## config.mk

```make
export PLATFORM = sky130hd
export DESIGN_NAME = vehicle_telematics_deframer
export DESIGN_NICKNAME = d
export VERILOG_FILES = /design/src/hw/rtl/vtd_pkg.sv /design/src/hw/rtl/vtd_stage.sv /design/src/hw/rtl/vtd_framer.sv /design/src/hw/rtl/vehicle_telematics_deframer.sv
export SDC_FILE = /design/constraint.sdc
export NUM_CORES = 1
export LEC_CHECK = 0
export ABC_AREA = 1
export BUFFER_PORTS_ARGS = -buffer_cell sky130_fd_sc_hd__buf_2
export CORE_MARGIN = 10
export CORE_UTILIZATION = 40
export CTS_CLUSTER_DIAMETER = 60
export DETAILED_ROUTE_END_ITERATION = 8
export SLEW_MARGIN = 5
export SYNTH_ARGS = -nofsm -noshare
export SYNTH_HDL_FRONTEND = slang
export SYNTH_SLANG_ARGS = --single-unit
```

## constraint.sdc

```tcl
create_clock -name clk_i -period 6.45 [get_ports clk_i]
set_clock_uncertainty 0.15 [all_clocks]
set_input_delay 0.9675 -clock clk_i [delete_from_list [all_inputs] [get_ports clk_i]]
set_output_delay 0.9675 -clock clk_i [all_outputs]
set_load 0.05 [all_outputs]
```

## src/hw/rtl/vtd_pkg.sv

```systemverilog
package vtd_pkg;

  // fixed field widths
  localparam int unsigned PosWidth  = 17;
  localparam int unsigned ByteWidth = 8;

  // frame limit ceiling and framing constants
  localparam logic [PosWidth-1:0]  MaxFrameLimit = 17'd65560;
  localparam logic [ByteWidth-1:0] HdrMark       = 8'h23;
  localparam logic [ByteWidth-1:0] DelimMark     = 8'h7e;
  localparam logic [PosWidth-1:0]  HdrOverhead   = 17'd25;
  localparam logic [PosWidth-1:0]  HdrBytes      = 17'd24;
  localparam logic [PosWidth-1:0]  LenHiPos      = 17'd22;
  localparam logic [PosWidth-1:0]  LenLoPos      = 17'd23;

  typedef enum logic [1:0] {
    StOk       = 2'd0,
    StBadStart = 2'd1,
    StTooLong  = 2'd2
  } status_e;

  typedef enum logic {
    OpData    = 1'b0,
    OpRestart = 1'b1
  } op_e;

  typedef enum logic {
    ModeLenHeader = 1'b0,
    ModeDelimiter = 1'b1
  } mode_e;

  typedef enum logic {
    CfgProtocolMode  = 1'b0,
    CfgMaxFrameBytes = 1'b1
  } cfg_index_e;

  typedef struct packed {
    op_e                  op;
    logic [ByteWidth-1:0] data_byte;
  } item_t;

  typedef struct packed {
    mode_e               protocol_mode;
    logic [PosWidth-1:0] max_frame_bytes;
  } cfg_t;

  typedef struct packed {
    logic [ByteWidth-1:0] byte_out;
    logic                 frame_last;
    logic [PosWidth-1:0]  frame_length;
    status_e              status;
  } result_t;

endpackage

```

## src/hw/rtl/vtd_stage.sv

```systemverilog
module vtd_stage #(
  parameter int unsigned Width = 8
) (
  input  logic             clk_i,
  input  logic             rst_ni,
  input  logic             in_valid_i,
  output logic             in_stall_o,
  input  logic [Width-1:0] data_i,
  output logic             out_valid_o,
  input  logic             out_stall_i,
  output logic [Width-1:0] data_o
);

  logic             valid_q, valid_d;
  logic [Width-1:0] data_q;
  logic             load;

  // stall upstream only while holding an item that cannot leave
  assign in_stall_o = valid_q & out_stall_i;
  assign load       = in_valid_i & ~in_stall_o;

  always_comb begin
    if (load) begin
      valid_d = 1'b1;
    end else if (out_stall_i) begin
      valid_d = valid_q;
    end else begin
      valid_d = 1'b0;
    end
  end

  always_ff @(posedge clk_i or negedge rst_ni) begin
    if (!rst_ni) begin
      valid_q <= 1'b0;
    end else begin
      valid_q <= valid_d;
    end
  end

  // payload register
  always_ff @(posedge clk_i) begin
    if (load) begin
      data_q <= data_i;
    end
  end

  assign out_valid_o = valid_q;
  assign data_o      = data_q;

endmodule

```

## src/hw/rtl/vtd_framer.sv

```systemverilog
module vtd_framer (
  input  logic             clk_i,
  input  logic             rst_ni,
  input  logic             advance_i,
  input  vtd_pkg::item_t   item_i,
  input  vtd_pkg::cfg_t    cfg_i,
  output vtd_pkg::result_t result_o
);

  import vtd_pkg::*;

  logic [PosWidth-1:0]  pos_q, pos_d;
  logic [ByteWidth-1:0] len_high_q, len_high_d;
  logic [PosWidth-1:0]  exp_size_q, exp_size_d;
  status_e              fail_q, fail_d;

  logic [PosWidth-1:0]  limit;
  logic [PosWidth:0]    pos_inc;
  logic [PosWidth-1:0]  exp_calc;
  logic [ByteWidth-1:0] b;
  logic                 last;
  logic [PosWidth-1:0]  flen;
  status_e              fail;

  // limit in force, next position and size from the header length
  assign limit    = (cfg_i.max_frame_bytes < MaxFrameLimit) ? cfg_i.max_frame_bytes
                                                            : MaxFrameLimit;
  assign pos_inc  = {1'b0, pos_q} + {{PosWidth{1'b0}}, 1'b1};
  assign exp_calc = {1'b0, len_high_q, item_i.data_byte} + HdrOverhead;
  assign b        = item_i.data_byte;

  // framing decision for the byte in the input register
  always_comb begin
    pos_d      = pos_q;
    len_high_d = len_high_q;
    exp_size_d = exp_size_q;
    fail_d     = fail_q;
    last       = 1'b0;
    flen       = '0;
    fail       = StOk;
    result_o   = '{byte_out: b, frame_last: 1'b0, frame_length: '0, status: StOk};
    priority if (item_i.op == OpRestart) begin
      pos_d      = '0;
      len_high_d = '0;
      exp_size_d = '0;
      fail_d     = StOk;
      result_o   = '{byte_out: '0, frame_last: 1'b0, frame_length: '0, status: StOk};
    end else if (fail_q != StOk) begin
      result_o.status = fail_q;
    end else begin
      if (cfg_i.protocol_mode == ModeLenHeader) begin
        priority if ((pos_q == '0 || pos_q == 17'd1) && b != HdrMark) begin
          fail = StBadStart;
        end else if (pos_q == LenHiPos) begin
          len_high_d = b;
        end else if (pos_q == LenLoPos) begin
          exp_size_d = exp_calc;
          if (exp_calc > limit) begin
            fail = StTooLong;
          end
        end else if (pos_q >= HdrBytes) begin
          if (pos_inc == {1'b0, exp_size_q}) begin
            last = 1'b1;
            flen = exp_size_q;
          end else if (pos_inc > {1'b0, exp_size_q}) begin
            fail = StTooLong;
          end
        end else begin
          // good start marks and header filler just advance
        end
      end else begin
        priority if (pos_q == '0 && b != DelimMark) begin
          fail = StBadStart;
        end else if (pos_q != '0 && b == DelimMark) begin
          last = 1'b1;
          flen = pos_inc[PosWidth-1:0];
        end else if (pos_inc >= {1'b0, limit}) begin
          fail = StTooLong;
        end else begin
          // byte inside the limit just advances
        end
      end
      // error wins over completion; otherwise advance or close the frame
      priority if (fail != StOk) begin
        fail_d = fail;
        last   = 1'b0;
        flen   = '0;
      end else if (last) begin
        pos_d = '0;
      end else begin
        pos_d = pos_inc[PosWidth-1:0];
      end
      result_o.frame_last   = last;
      result_o.frame_length = flen;
      result_o.status       = fail;
    end
  end

  // session state
  always_ff @(posedge clk_i or negedge rst_ni) begin
    if (!rst_ni) begin
      pos_q      <= '0;
      len_high_q <= '0;
      exp_size_q <= '0;
      fail_q     <= StOk;
    end else if (advance_i) begin
      pos_q      <= pos_d;
      len_high_q <= len_high_d;
      exp_size_q <= exp_size_d;
      fail_q     <= fail_d;
    end
  end

  // restart clears position and error
  assert property (@(posedge clk_i) disable iff (!rst_ni)
    advance_i && item_i.op == OpRestart |=> pos_q == '0 && fail_q == StOk)
    else $error("restart did not clear session state");

  // a sticky error stays until restart
  assert property (@(posedge clk_i) disable iff (!rst_ni)
    advance_i && item_i.op == OpData && fail_q != StOk |=> fail_q == $past(fail_q))
    else $error("sticky error changed on a data byte");

  // completing a frame rewinds the position
  assert property (@(posedge clk_i) disable iff (!rst_ni)
    advance_i && result_o.frame_last |=> pos_q == '0)
    else $error("position not rewound after frame end");

  // state moves only on a transfer
  assert property (@(posedge clk_i) disable iff (!rst_ni)
    !advance_i |=> $stable(pos_q) && $stable(fail_q))
    else $error("session state changed without a transfer");

endmodule

```

## src/hw/rtl/vehicle_telematics_deframer.sv

```systemverilog
// Byte-stream frame delimiter for length-header (0x23 0x23 start, big-endian
// body length in bytes 22 and 23, frame = body + 25) or 0x7e-delimited
// framing, chosen by protocol_mode. Every accepted item yields exactly one
// result: the byte with a last-of-frame flag, the frame length on the last
// byte and a status; a bad start or over-long frame is sticky until a restart
// item. One item per clock is sustained while the receiver does not stall; an
// input register is followed by a result register, with the position counter
// compare between them. Configuration writes are always ready and are meant
// to be made while no item is in flight.
module vehicle_telematics_deframer (
  input  logic                                clk_i,
  input  logic                                rst_ni,
  // input items
  input  logic                                in_valid_i,
  output logic                                in_stall_o,
  input  logic                                op_i,
  input  logic [7:0]                          data_byte_i,
  // result items
  output logic                                out_valid_o,
  input  logic                                out_stall_i,
  output logic [7:0]                          byte_out_o,
  output logic                                frame_last_o,
  output logic [16:0]                         frame_length_o,
  output logic [1:0]                          status_o,
  // configuration writes
  input  logic                                cfg_valid_i,
  output logic                                cfg_ready_o,
  input  logic                                cfg_index_i,
  input  logic [16:0]                         cfg_data_i
);

  import vtd_pkg::*;

  item_t   in_item, stage_item;
  result_t result, out_result;
  cfg_t    cfg_q;
  logic    stage_valid, stage_stall;
  logic    advance;

  // configuration registers
  assign cfg_ready_o = 1'b1;

  always_ff @(posedge clk_i or negedge rst_ni) begin
    if (!rst_ni) begin
      cfg_q.protocol_mode   <= ModeLenHeader;
      cfg_q.max_frame_bytes <= MaxFrameLimit;
    end else if (cfg_valid_i && cfg_ready_o) begin
      unique case (cfg_index_e'(cfg_index_i))
        CfgProtocolMode:  cfg_q.protocol_mode   <= mode_e'(cfg_data_i[0]);
        CfgMaxFrameBytes: cfg_q.max_frame_bytes <= cfg_data_i;
        default:          cfg_q                 <= cfg_q;
      endcase
    end
  end

  // input register
  assign in_item = '{op: op_e'(op_i), data_byte: data_byte_i};

  vtd_stage #(
    .Width($bits(item_t))
  ) u_in_stage (
    .clk_i       (clk_i),
    .rst_ni      (rst_ni),
    .in_valid_i  (in_valid_i),
    .in_stall_o  (in_stall_o),
    .data_i      (in_item),
    .out_valid_o (stage_valid),
    .out_stall_i (stage_stall),
    .data_o      (stage_item)
  );

  // framing logic, state advances when the item moves into the result register
  logic out_in_stall;
  assign stage_stall = out_in_stall;
  assign advance     = stage_valid & ~out_in_stall;

  vtd_framer u_framer (
    .clk_i     (clk_i),
    .rst_ni    (rst_ni),
    .advance_i (advance),
    .item_i    (stage_item),
    .cfg_i     (cfg_q),
    .result_o  (result)
  );

  // result register
  vtd_stage #(
    .Width($bits(result_t))
  ) u_out_stage (
    .clk_i       (clk_i),
    .rst_ni      (rst_ni),
    .in_valid_i  (stage_valid),
    .in_stall_o  (out_in_stall),
    .data_i      (result),
    .out_valid_o (out_valid_o),
    .out_stall_i (out_stall_i),
    .data_o      (out_result)
  );

  assign byte_out_o     = out_result.byte_out;
  assign frame_last_o   = out_result.frame_last;
  assign frame_length_o = out_result.frame_length;
  assign status_o       = out_result.status;

endmodule

```

==> flow_metrics.tcl, run 1 <==
set metrics [dict create \
    status "completed" \
    postSynthCellCount 786 \
    grt_max_degree 65 \
    finalHoldViolations 0 \
    wirelength_um 16700 \
    die_area_um2 21700 \
    path_max_fanout 19 \
    reg2reg_depth 27 \
    clk_latency_ns 0.36 \
    grt_pass1_vias 5461 \
    hp-class "flip-flop to flip-flop" \
    clk_path_buf_depth 2 \
    num_rows 46 \
    max_cap_violations 0 \
    dp_hpwl_um 13100 \
    antenna_cells 0 \
    core_um2 15900 \
    ys_types 41 \
    fmax_mhz 246 \
    setup_viol 0 \
    whs_path_depth 2 \
    utilization 0.458 \
    numPortBuffers 61 \
    worstMarginPinSlew_ns 1.15 \
    io_pins 63 \
    cp-start-kind "flip-flop" \
    gp_congestion 0.912 \
    rsz0062_at_grt "false" \
    numCtsBuffers 9 \
    first_pass_iters 5 \
    layout-drive-gt1-share 0.146 \
    grt_antenna_before_repair 0 \
    cts-resized-gates 0 \
    ys.warnings.count 0 \
    min_period_over_period 0.631 \
    synth_edf_count 37 \
    cts.hold.buffers_added 0 \
    max_slew_margin 0.231 \
    grt-ovfl-total 0 \
    power_leakage_nw 3.60 \
    wire_per_inst_um 15.7 \
    cellPowerDensity_nw_per_um2 304 \
    cts.clk_slew.worst_paths_ns 0.07 \
    grt_usage 0.160 \
    syn_area_um2 6470 \
    cts_tree "built" \
    setup.worst_path.end_class "flip-flop" \
    area_growth_syn_to_layout_pct 12.4 \
    dr_total_vias 5328 \
    syn_area_per_cell_um2 8.23 \
    grt_pass1_wl_um 28000 \
    worstSetupPathType "flip-flop to flip-flop" \
    p_total_mw 2.21 \
    arrival_ns 4.17 \
    layout_common_cells "nand2_1, inv_1, nor2_1, dfrtp_1, buf_2" \
    tns_ns 0 \
    root_buffer "clkbuf_16" \
    vdd_drop_max_mv 0.173 \
    layout_commonest_cell "nand2_1" \
    synthArstFlopShare 0.634 \
    n_fill_cell 1620 \
    die_w_um 147 \
    layout_min_cycle_time_ns 4.07 \
    drc 0 \
    htreeDepth 3 \
    synth_seq_cells 101 \
    synthFlopType "dfrtp_1" \
    drt-initial-drc-count 337 \
    synth_nets 875 \
    ys_seq_area_frac 0.420 \
    cts_sinks 101 \
    die_h_um 147 \
    drtAntennaViolNets 0 \
    cts_setup_buffers 0 \
    start_util 0.407 \
    drv_slew 0 \
    worst_hold_slack_ns 0.328 \
    worstPathRequired_ns 6.55 \
    avgViaCountPerCell 5.01 \
    final_nets 932 \
]
[where the power goes]
group | leakage, nW | total, mW | internal (mW) | switching [mW]
sequential | 1.18 | 0.897 | 0.796 | 0.102
combinational | 2.27 | 0.764 | 0.251 | 0.513
clock | 0.150 | 0.552 | 0.284 | 0.268
total | 3.60 | 2.21 | 1.33 | 0.883
[state kept, by name, summed over array words and instances (netlist names)]
register                 flops
u_framer.exp_size_q         17
u_out_stage.data_o          28
u_framer.pos_q              17
u_in_stage.out_valid_o       1
u_framer.fail_q              2
u_in_stage.data_o            9
u_out_stage.out_valid_o      1
cfg_q                       18
u_framer.len_high_q          8
[worst max-delay path, stage by stage, from the launching register on]
cell and delay [ns]:
dfrtp_1 0.60, ha_1 0.24, nand2_1 0.11, nor2_1 0.11, inv_1 0.07, nor2_1 0.14
inv_1 0.09, nor2_1 0.17, nand3_1 0.13, nor2_1 0.14, xnor2_1 0.16, inv_1 0.12
ha_1 0.28, nand2_1 0.07, inv_1 0.09, nand4_1 0.10, nor3_1 0.19, nand2_1 0.10
nand2_1 0.07, inv_1 0.04, nand2_1 0.06, nand2_1 0.06, nand2_2 0.12, nand2_4 0.09
nand2_8 0.14, nand2_4 0.18, nand2_1 0.10, nand2_1 0.06
[final cells by class]
type                       count  area (um2)  share of cell area
inverter                     123         462              0.0635
clock buffer                  10         239              0.0329
sequential                   101        2720               0.373
multi-input combinational    544        3190               0.439
timing repair buffer          64         328              0.0451
clock inverter                 6        65.1             0.00895
tap                          216         270              0.0372
[final timing paths]
kind | start | endpoint | slack, ns
max reg2reg | u_framer.pos_q[0] | u_framer.pos_q[14] | 2.38
min in group asynchronous | rst_ni | u_framer.pos_q[1] | 0.64
min reg2reg | u_in_stage.out_valid_o | u_out_stage.out_valid_o | 0.33
max | u_framer.pos_q[0] | u_framer.pos_q[14] | 2.38
max in group asynchronous | rst_ni | u_framer.len_high_q[0] | 4.94
min | u_in_stage.out_valid_o | u_out_stage.out_valid_o | 0.33
[per-layer routing]
layer,routed length (um),global-route usage,vias to the layer above
li1,-,-,2699
met1,7930,0.208,2499
met2,7680,0.259,114
met3,790,0.0390,16
met4,286,0.0411,0
met5,0,0,-
[through the flow]
| stage | area, um2 | instances | setup slack, ns |
|---|---|---|---|
| after floorplan | 6470 | 786 | 2.81 |
| after global placement | 6970 | 1048 | 2.42 |
| after detailed placement | 6970 | 1048 | 2.43 |
| after CTS | 7270 | 1064 | 2.39 |
| after global routing | 7270 | 1064 | 1.88 |
| final | 7270 | 1064 | 2.38 |
[cell families after synthesis]
kind of cell               synth area share
xor gates and xnor gates             0.0244
other                              0.000580
adders and majority gates             0.110
DFF                                   0.420
muxes                                0.0261
buffers and inverters                0.0870
AOI/OAI and AO/OA                    0.0839
and+or+nand+nor                       0.248
[synth_stat cells, types with 14 or more instances]
cell	number	share of area
nand2_1	161	0.093
inv_1	118	0.068
nor2_1	98	0.057
dfrtp_1	61	0.24
ha_1	57	0.11
nand3_1	45	0.035
edfxtp_1	37	0.17
o21ai_0	28	0.022
a21oi_1	26	0.020
a22oi_1	17	0.020
xor2_1	17	0.023
mux2_2	15	0.026
nand4_1	15	0.015
nor3_1	14	0.011
Power figures use the tool's default switching activity.
==> inputs of run 2 (changes only) <==
Settings changed: ABC_AREA 1 to 0.
Clock period 6.45 ns to 4.3 ns, I/O delays scaled along.
==> run 2 against run 1 <==
  * Hold slack got worse by 0.020 ns
  * Combinational power fell by 25%
  * Sequential cell count stayed put
  * Core utilization rose by 2.2 points
  * Synthesized cell count shrank 26%
  * Maximum frequency is 0.77% lower
  * Global-route usage up 0.19 points
  * Non-clock buffer count grew 28
  * Worst setup slack lost 2.2 ns
  * Clock power up 51%
  * Sequential power rose by 34%
  * Largest power group unchanged
  * Highest routed layer unchanged
==> flow_metrics.tcl, run 2 <==
set metrics [dict create \
    dp_hpwl_um 12300 \
    synthArstFlopShare 0.634 \
    clk_path_buf_depth 2 \
    p_seq_frac 0.460 \
    place_area_um2 6670 \
    first_pass_iters 5 \
    syn_area_um2 6020 \
    netlist.area_leader.share 0.253 \
    layout-drive-gt1-share 0.221 \
    crit_buf_inv 0 \
    cellPowerDensity_nw_per_um2 371 \
    synth_edf_count 37 \
    grt_pass1_wl_um 25800 \
    worst_hold_slack_ns 0.308 \
    cts_tree "built" \
    cp-start-kind "flip-flop" \
    drv_slew 0 \
    worstPathRequired_ns 4.39 \
    min_period_over_period 0.953 \
    wire_per_inst_um 18.6 \
    n_fill_cell 1388 \
    setup.worst_path.end_class "flip-flop" \
    avgViaCountPerCell 5.53 \
    layout_min_cycle_time_ns 4.10 \
    worstMarginPinSlew_ns 1.05 \
    cts_sinks 101 \
    dr_total_vias 4713 \
    largest_reg_flops 28 \
    ys.warnings.count 0 \
    internal_power_mw 1.79 \
    core_um2 14600 \
    path_max_fanout 6 \
    gp_congestion 0.875 \
    io_pins 63 \
    synth_nets 671 \
    antenna_cells 0 \
    die_h_um 143 \
    fin_area_um2 7020 \
    ys_seq_area_frac 0.451 \
    clk_latency_ns 0.36 \
    arrival_ns 4.19 \
    yosysMostFrequentCell "dfrtp_1" \
    grt_antenna_before_repair 0 \
    die_area_um2 20400 \
    status "completed" \
    p_total_mw 2.61 \
    drc 0 \
    drt-initial-drc-count 405 \
    root_buffer "clkbuf_16" \
    numPortBuffers 61 \
    htreeDepth 3 \
    pwr-share-clk 0.320 \
    num_rows 44 \
    ys_types 61 \
    critical_path.max_stage_delay_ns 0.47 \
    swShare 0.314 \
    power_leakage_nw 3.17 \
    cts.clk_slew.worst_paths_ns 0.07 \
    cp_slowest_cell "or4_1" \
    grt_pass1_vias 4913 \
    max_slew_margin 0.300 \
    fmax_mhz 244 \
    postSynthCellCount 582 \
    drtAntennaViolNets 0 \
    max_cap_violations 0 \
    synth_common_cells "dfrtp_1, nand2_1, ha_1" \
    tns_ns 0 \
    syn_area_per_cell_um2 10.3 \
    worstSetupPathType "flip-flop to flip-flop" \
    area_growth_syn_to_layout_pct 16.6 \
    worstPathCellList "ha_1 > a21oi_1 > nand2b_1 > nand4_1 > xnor2_1 > ha_1 > a21oi_1 > o21ai_0 > a221o_1 > a211o_1 > a32oi_2 > nand3_2 > or4_1 > a32o_1" \
    grt_usage 0.162 \
    numCtsBuffers 9 \
    synth.largest_area_cell "dfrtp_1" \
    grt_max_degree 46 \
    layout_common_cells "dfrtp_1, buf_2, nand2_1, ha_1, nor2_1" \
    power_frac_comb 0.219 \
    path_delay_family "compound AO/OA/AOI/OAI gates" \
    start_util 0.411 \
    grt-ovfl-total 0 \
    final_nets 753 \
    synthFlopType "dfrtp_1" \
    die_w_um 143 \
    setup_viol 0 \
    synth_seq_cells 101 \
    hp-class "input pin to flip-flop" \
    power_switching_mw 0.818 \
    vdd_drop_max_mv 0.218 \
    yosys-top-cells-area "dfrtp_1, edfxtp_1, ha_1" \
    finalHoldViolations 0 \
    wirelength_um 15900 \
]
-- run 2: changes by cell type after synthesis, moves of 7 or more --
cell,change
nand2_1,-103
a22o_1,+17
nor2b_1,+10
nor2_1,-57
clkbuf_1,+7
nand3_1,-31
nand2b_1,+19
o21ai_0,-7
inv_1,-87
o22ai_1,-11
xnor2_1,+16
mux2_2,+10
-- run 2: path summary, 6_finish.rpt --
kind / slack (ns) / to / cells past startpoint / startpoint
setup / recovery: 0.20 / u_framer.pos_q[2] / 14 / u_in_stage.data_o[0]
hold / removal: 0.31 / u_in_stage.data_o[7] / 1 / data_byte_i[7]
setup reg to reg: 0.20 / u_framer.pos_q[2] / 14 / u_in_stage.data_o[0]
hold reg to reg: 0.35 / u_out_stage.out_valid_o / 1 / u_in_stage.out_valid_o
max in group asynchronous: 2.76 / cfg_q[16] / 2 / rst_ni
min in group asynchronous: 0.32 / u_framer.fail_q[0] / 1 / rst_ni
-- run 2: through the flow --
step,worst slack (ns),cells,util
after floorplan,0.204,582,-
after global placement,0.0871,835,0.455
after detailed placement,0.0778,835,0.455
after CTS,0.0379,851,0.476
after global routing,-0.0168,853,0.480
final,0.201,853,0.480
-- run 2: worst reg2reg max path: cells and delay by family, from the launching register on --
family	cells	cell delay (ns)
AO/OA/AOI/OAI	7	1.69
XOR/XNOR	1	0.17
adder cells (fa/ha/maj)	2	0.57
flip-flops	1	0.45
AND/OR/NAND/NOR	4	0.96
-- run 2: cell families after synthesis --
family,after synthesis,synth area share
simple gates,201,0.173
compound gates,115,0.130
fa+ha+maj,57,0.118
xor+xnor,28,0.0407
mux,26,0.0484
other cells,1,0.000623
flops,101,0.451
buf+inv,53,0.0376
-- run 2: power groups by stage --
stage | sequential [mW] | combinational, mW | clock (mW)
2_1_floorplan | 1.25 | 0.345 | 0
3_3_place_gp | 1.22 | 0.550 | 0
3_5_place_dp | 1.22 | 0.565 | 0
4_1_cts | 1.20 | 0.569 | 0.857
5_1_grt | 1.21 | 0.642 | 0.897
6_report | 1.20 | 0.572 | 0.835
-- run 2: final cells by class --
cell class | count | area (um2) | area share
multi-input combinational | 428 | 3110 | 0.443
sequential | 101 | 2720 | 0.387
clock inverter | 3 | 23.8 | 0.00338
inverter | 32 | 120 | 0.0171
timing repair buffer | 92 | 538 | 0.0766
clock buffer | 13 | 282 | 0.0401
tap | 184 | 230 | 0.0328
-- run 2: per-layer routing --
| layer | vias up | global-route usage | wire, um |
|---|---|---|---|
| li1 | 2278 | - | - |
| met1 | 2297 | 0.205 | 6990 |
| met2 | 110 | 0.260 | 7430 |
| met3 | 28 | 0.0315 | 951 |
| met4 | 0 | 0.0765 | 491 |
| met5 | - | 0 | 0 |
-- run 2: what timing repair did --
| action | CTS | global route |
|---|---|---|
| hold buffers | 0 | 0 |
| resized for setup | 0 | 7 |
| buffers inserted | 0 | 2 |
| setup endpoints to repair | 0 | 27 |
==> inputs of run 3 (changes only) <==
Settings changed: MAX_ROUTING_LAYER set to met4.
==> run 3 against run 2 <==
  * Via count is 0.38% higher
  * Routed wire length is 2.2% higher
  * Count of clock-buffer cells in the layout is 1 lower
  * Final cell count is 0.23% higher
==> flow_metrics.tcl, run 3 (same netlist as run 2, synthesis figures left out) <==
set metrics [dict create \
    crit_buf_inv 0 \
    grt_pass1_wl_um 26000 \
    gp_congestion 0.908 \
    wire_per_inst_um 19.0 \
    critical_path.max_stage_delay_ns 0.49 \
    arrival_ns 4.18 \
    first_pass_iters 5 \
    power_leakage_nw 3.19 \
    worstMarginPinSlew_ns 1.08 \
    layout_min_cycle_time_ns 4.08 \
    cellPowerDensity_nw_per_um2 375 \
    dp_cells 836 \
    clk_path_buf_depth 2 \
    max_cap_violations 0 \
    p_seq_frac 0.453 \
    max_slew_margin 0.280 \
    largest_reg_flops 28 \
    cp-start-kind "flip-flop" \
    setup_viol 0 \
    numCtsBuffers 9 \
    cts_sinks 101 \
    path_delay_family "simple AND/OR/NAND/NOR gates" \
    swShare 0.316 \
    min_period_over_period 0.949 \
    tns_ns 0 \
    worstPathRequired_ns 4.39 \
    internal_power_mw 1.81 \
    vdd_drop_max_mv 0.236 \
    core_um2 14600 \
    fin_area_um2 7050 \
    p_total_mw 2.65 \
    path_max_fanout 4 \
    grt_usage 0.168 \
    regArea_um2 2720 \
    worstPathCellList "and4_1 > and3_1 > nand3_1 > nor2_1 > nand2_1 > nor2_1 > xor2_1 > ha_1 > a21oi_1 > nand2_1 > a221o_1 > a211o_1 > a32oi_2 > nand3_2 > or4_1 > a32o_1" \
    start_util 0.411 \
    dp_hpwl_um 12600 \
    grt_max_degree 46 \
    power_switching_mw 0.835 \
    num_rows 44 \
    drc 0 \
    die_h_um 143 \
    grt_pass1_vias 4917 \
    power_frac_comb 0.219 \
    dr_total_vias 4731 \
    root_buffer "clkbuf_16" \
    fmax_mhz 245 \
    finalHoldViolations 0 \
    wirelength_um 16200 \
    grt-ovfl-total 0 \
    multi_input_area_um2 3110 \
    grt_antenna_before_repair 0 \
    setup.worst_path.end_class "flip-flop" \
    io_pins 63 \
    final_nets 755 \
    hp-class "input pin to flip-flop" \
    cts.clk_slew.worst_paths_ns 0.07 \
    numPortBuffers 61 \
    cp_slowest_cell "or4_1" \
    die_area_um2 20400 \
    drtAntennaViolNets 0 \
    utilization 0.481 \
    layout-drive-gt1-share 0.224 \
    stdcell_count 855 \
    worstSetupPathType "flip-flop to flip-flop" \
    pwr-share-clk 0.329 \
    rsz0062_at_grt "false" \
    drv_slew 0 \
    avgViaCountPerCell 5.53 \
    n_fill_cell 1366 \
    area_growth_syn_to_layout_pct 17.0 \
    clk_latency_ns 0.36 \
    status "completed" \
    antenna_cells 0 \
    place_area_um2 6680 \
    cts_tree "built" \
    drt-initial-drc-count 340 \
    htreeDepth 3 \
    die_w_um 143 \
    layout_common_cells "dfrtp_1, buf_2, nand2_1, ha_1, nor2_1" \
]
run 3: final timing paths:
check | depth (start not counted) | startpoint | slack [ns] | to
worst max-delay path | 16 | u_in_stage.data_o[7] | 0.22 | u_framer.pos_q[2]
worst min-delay path | 1 | data_byte_i[2] | 0.31 | u_in_stage.data_o[2]
worst max register to register | 16 | u_in_stage.data_o[7] | 0.22 | u_framer.pos_q[2]
worst min register to register | 1 | u_in_stage.out_valid_o | 0.34 | u_out_stage.out_valid_o
max in group asynchronous | 2 | rst_ni | 2.72 | cfg_q[16]
min in group asynchronous | 1 | rst_ni | 0.35 | u_framer.pos_q[4]
run 3: per-layer routing:
| metal | global-route usage | wire (um) |
|---|---|---|
| met2 | 0.273 | 7860 |
| met1 | 0.208 | 7520 |
| met5 | - | 0 |
| met3 | 0.0235 | 485 |
| met4 | 0.0641 | 346 |
run 3: area by class of cell:
type	count	share of cell area
Clock buffer	12	0.0410
Clock inverter	4	0.00444
Inverter	32	0.0170
Multi-Input combinational cell	428	0.441
Sequential cell	101	0.385
Tap cell	184	0.0327
Timing Repair Buffer	94	0.0785
run 3: metrics by stage:
step | hold slack [ns] | worst slack (ns)
after CTS | 0.302 | 0.0675
after detailed placement | 0.318 | 0.0846
after global routing | 0.301 | 0.00481
after global placement | 0.315 | 0.132
after floorplan | 0.199 | 0.204
final | 0.308 | 0.217
run 3: what timing repair did:
item                       in CTS  in global routing
setup endpoints to repair       0                 27
setup buffers                   0                  3
hold buffers                    0                  0
gates resized for setup         0                  6
run 3: worst reg2reg max path, cell delays in order (launching register included):
cell and delay, ns:
edfxtp_1 0.40, and4_1 0.24, and3_1 0.21, nand3_1 0.10, nor2_1 0.14, nand2_1 0.09
nor2_1 0.13, xor2_1 0.23, ha_1 0.30, a21oi_1 0.16, nand2_1 0.06, a221o_1 0.36
a211o_1 0.27, a32oi_2 0.25, nand3_2 0.12, or4_1 0.49, a32o_1 0.27
run 3: power groups by stage:
stage	Clock [mW]	Combinational, mW	Sequential [mW]
after detailed placement	0	0.575	1.22
final	0.870	0.579	1.20
after global placement	0	0.553	1.21
after CTS	0.882	0.580	1.20
after floorplan	0	0.345	1.25
after global routing	0.921	0.646	1.21
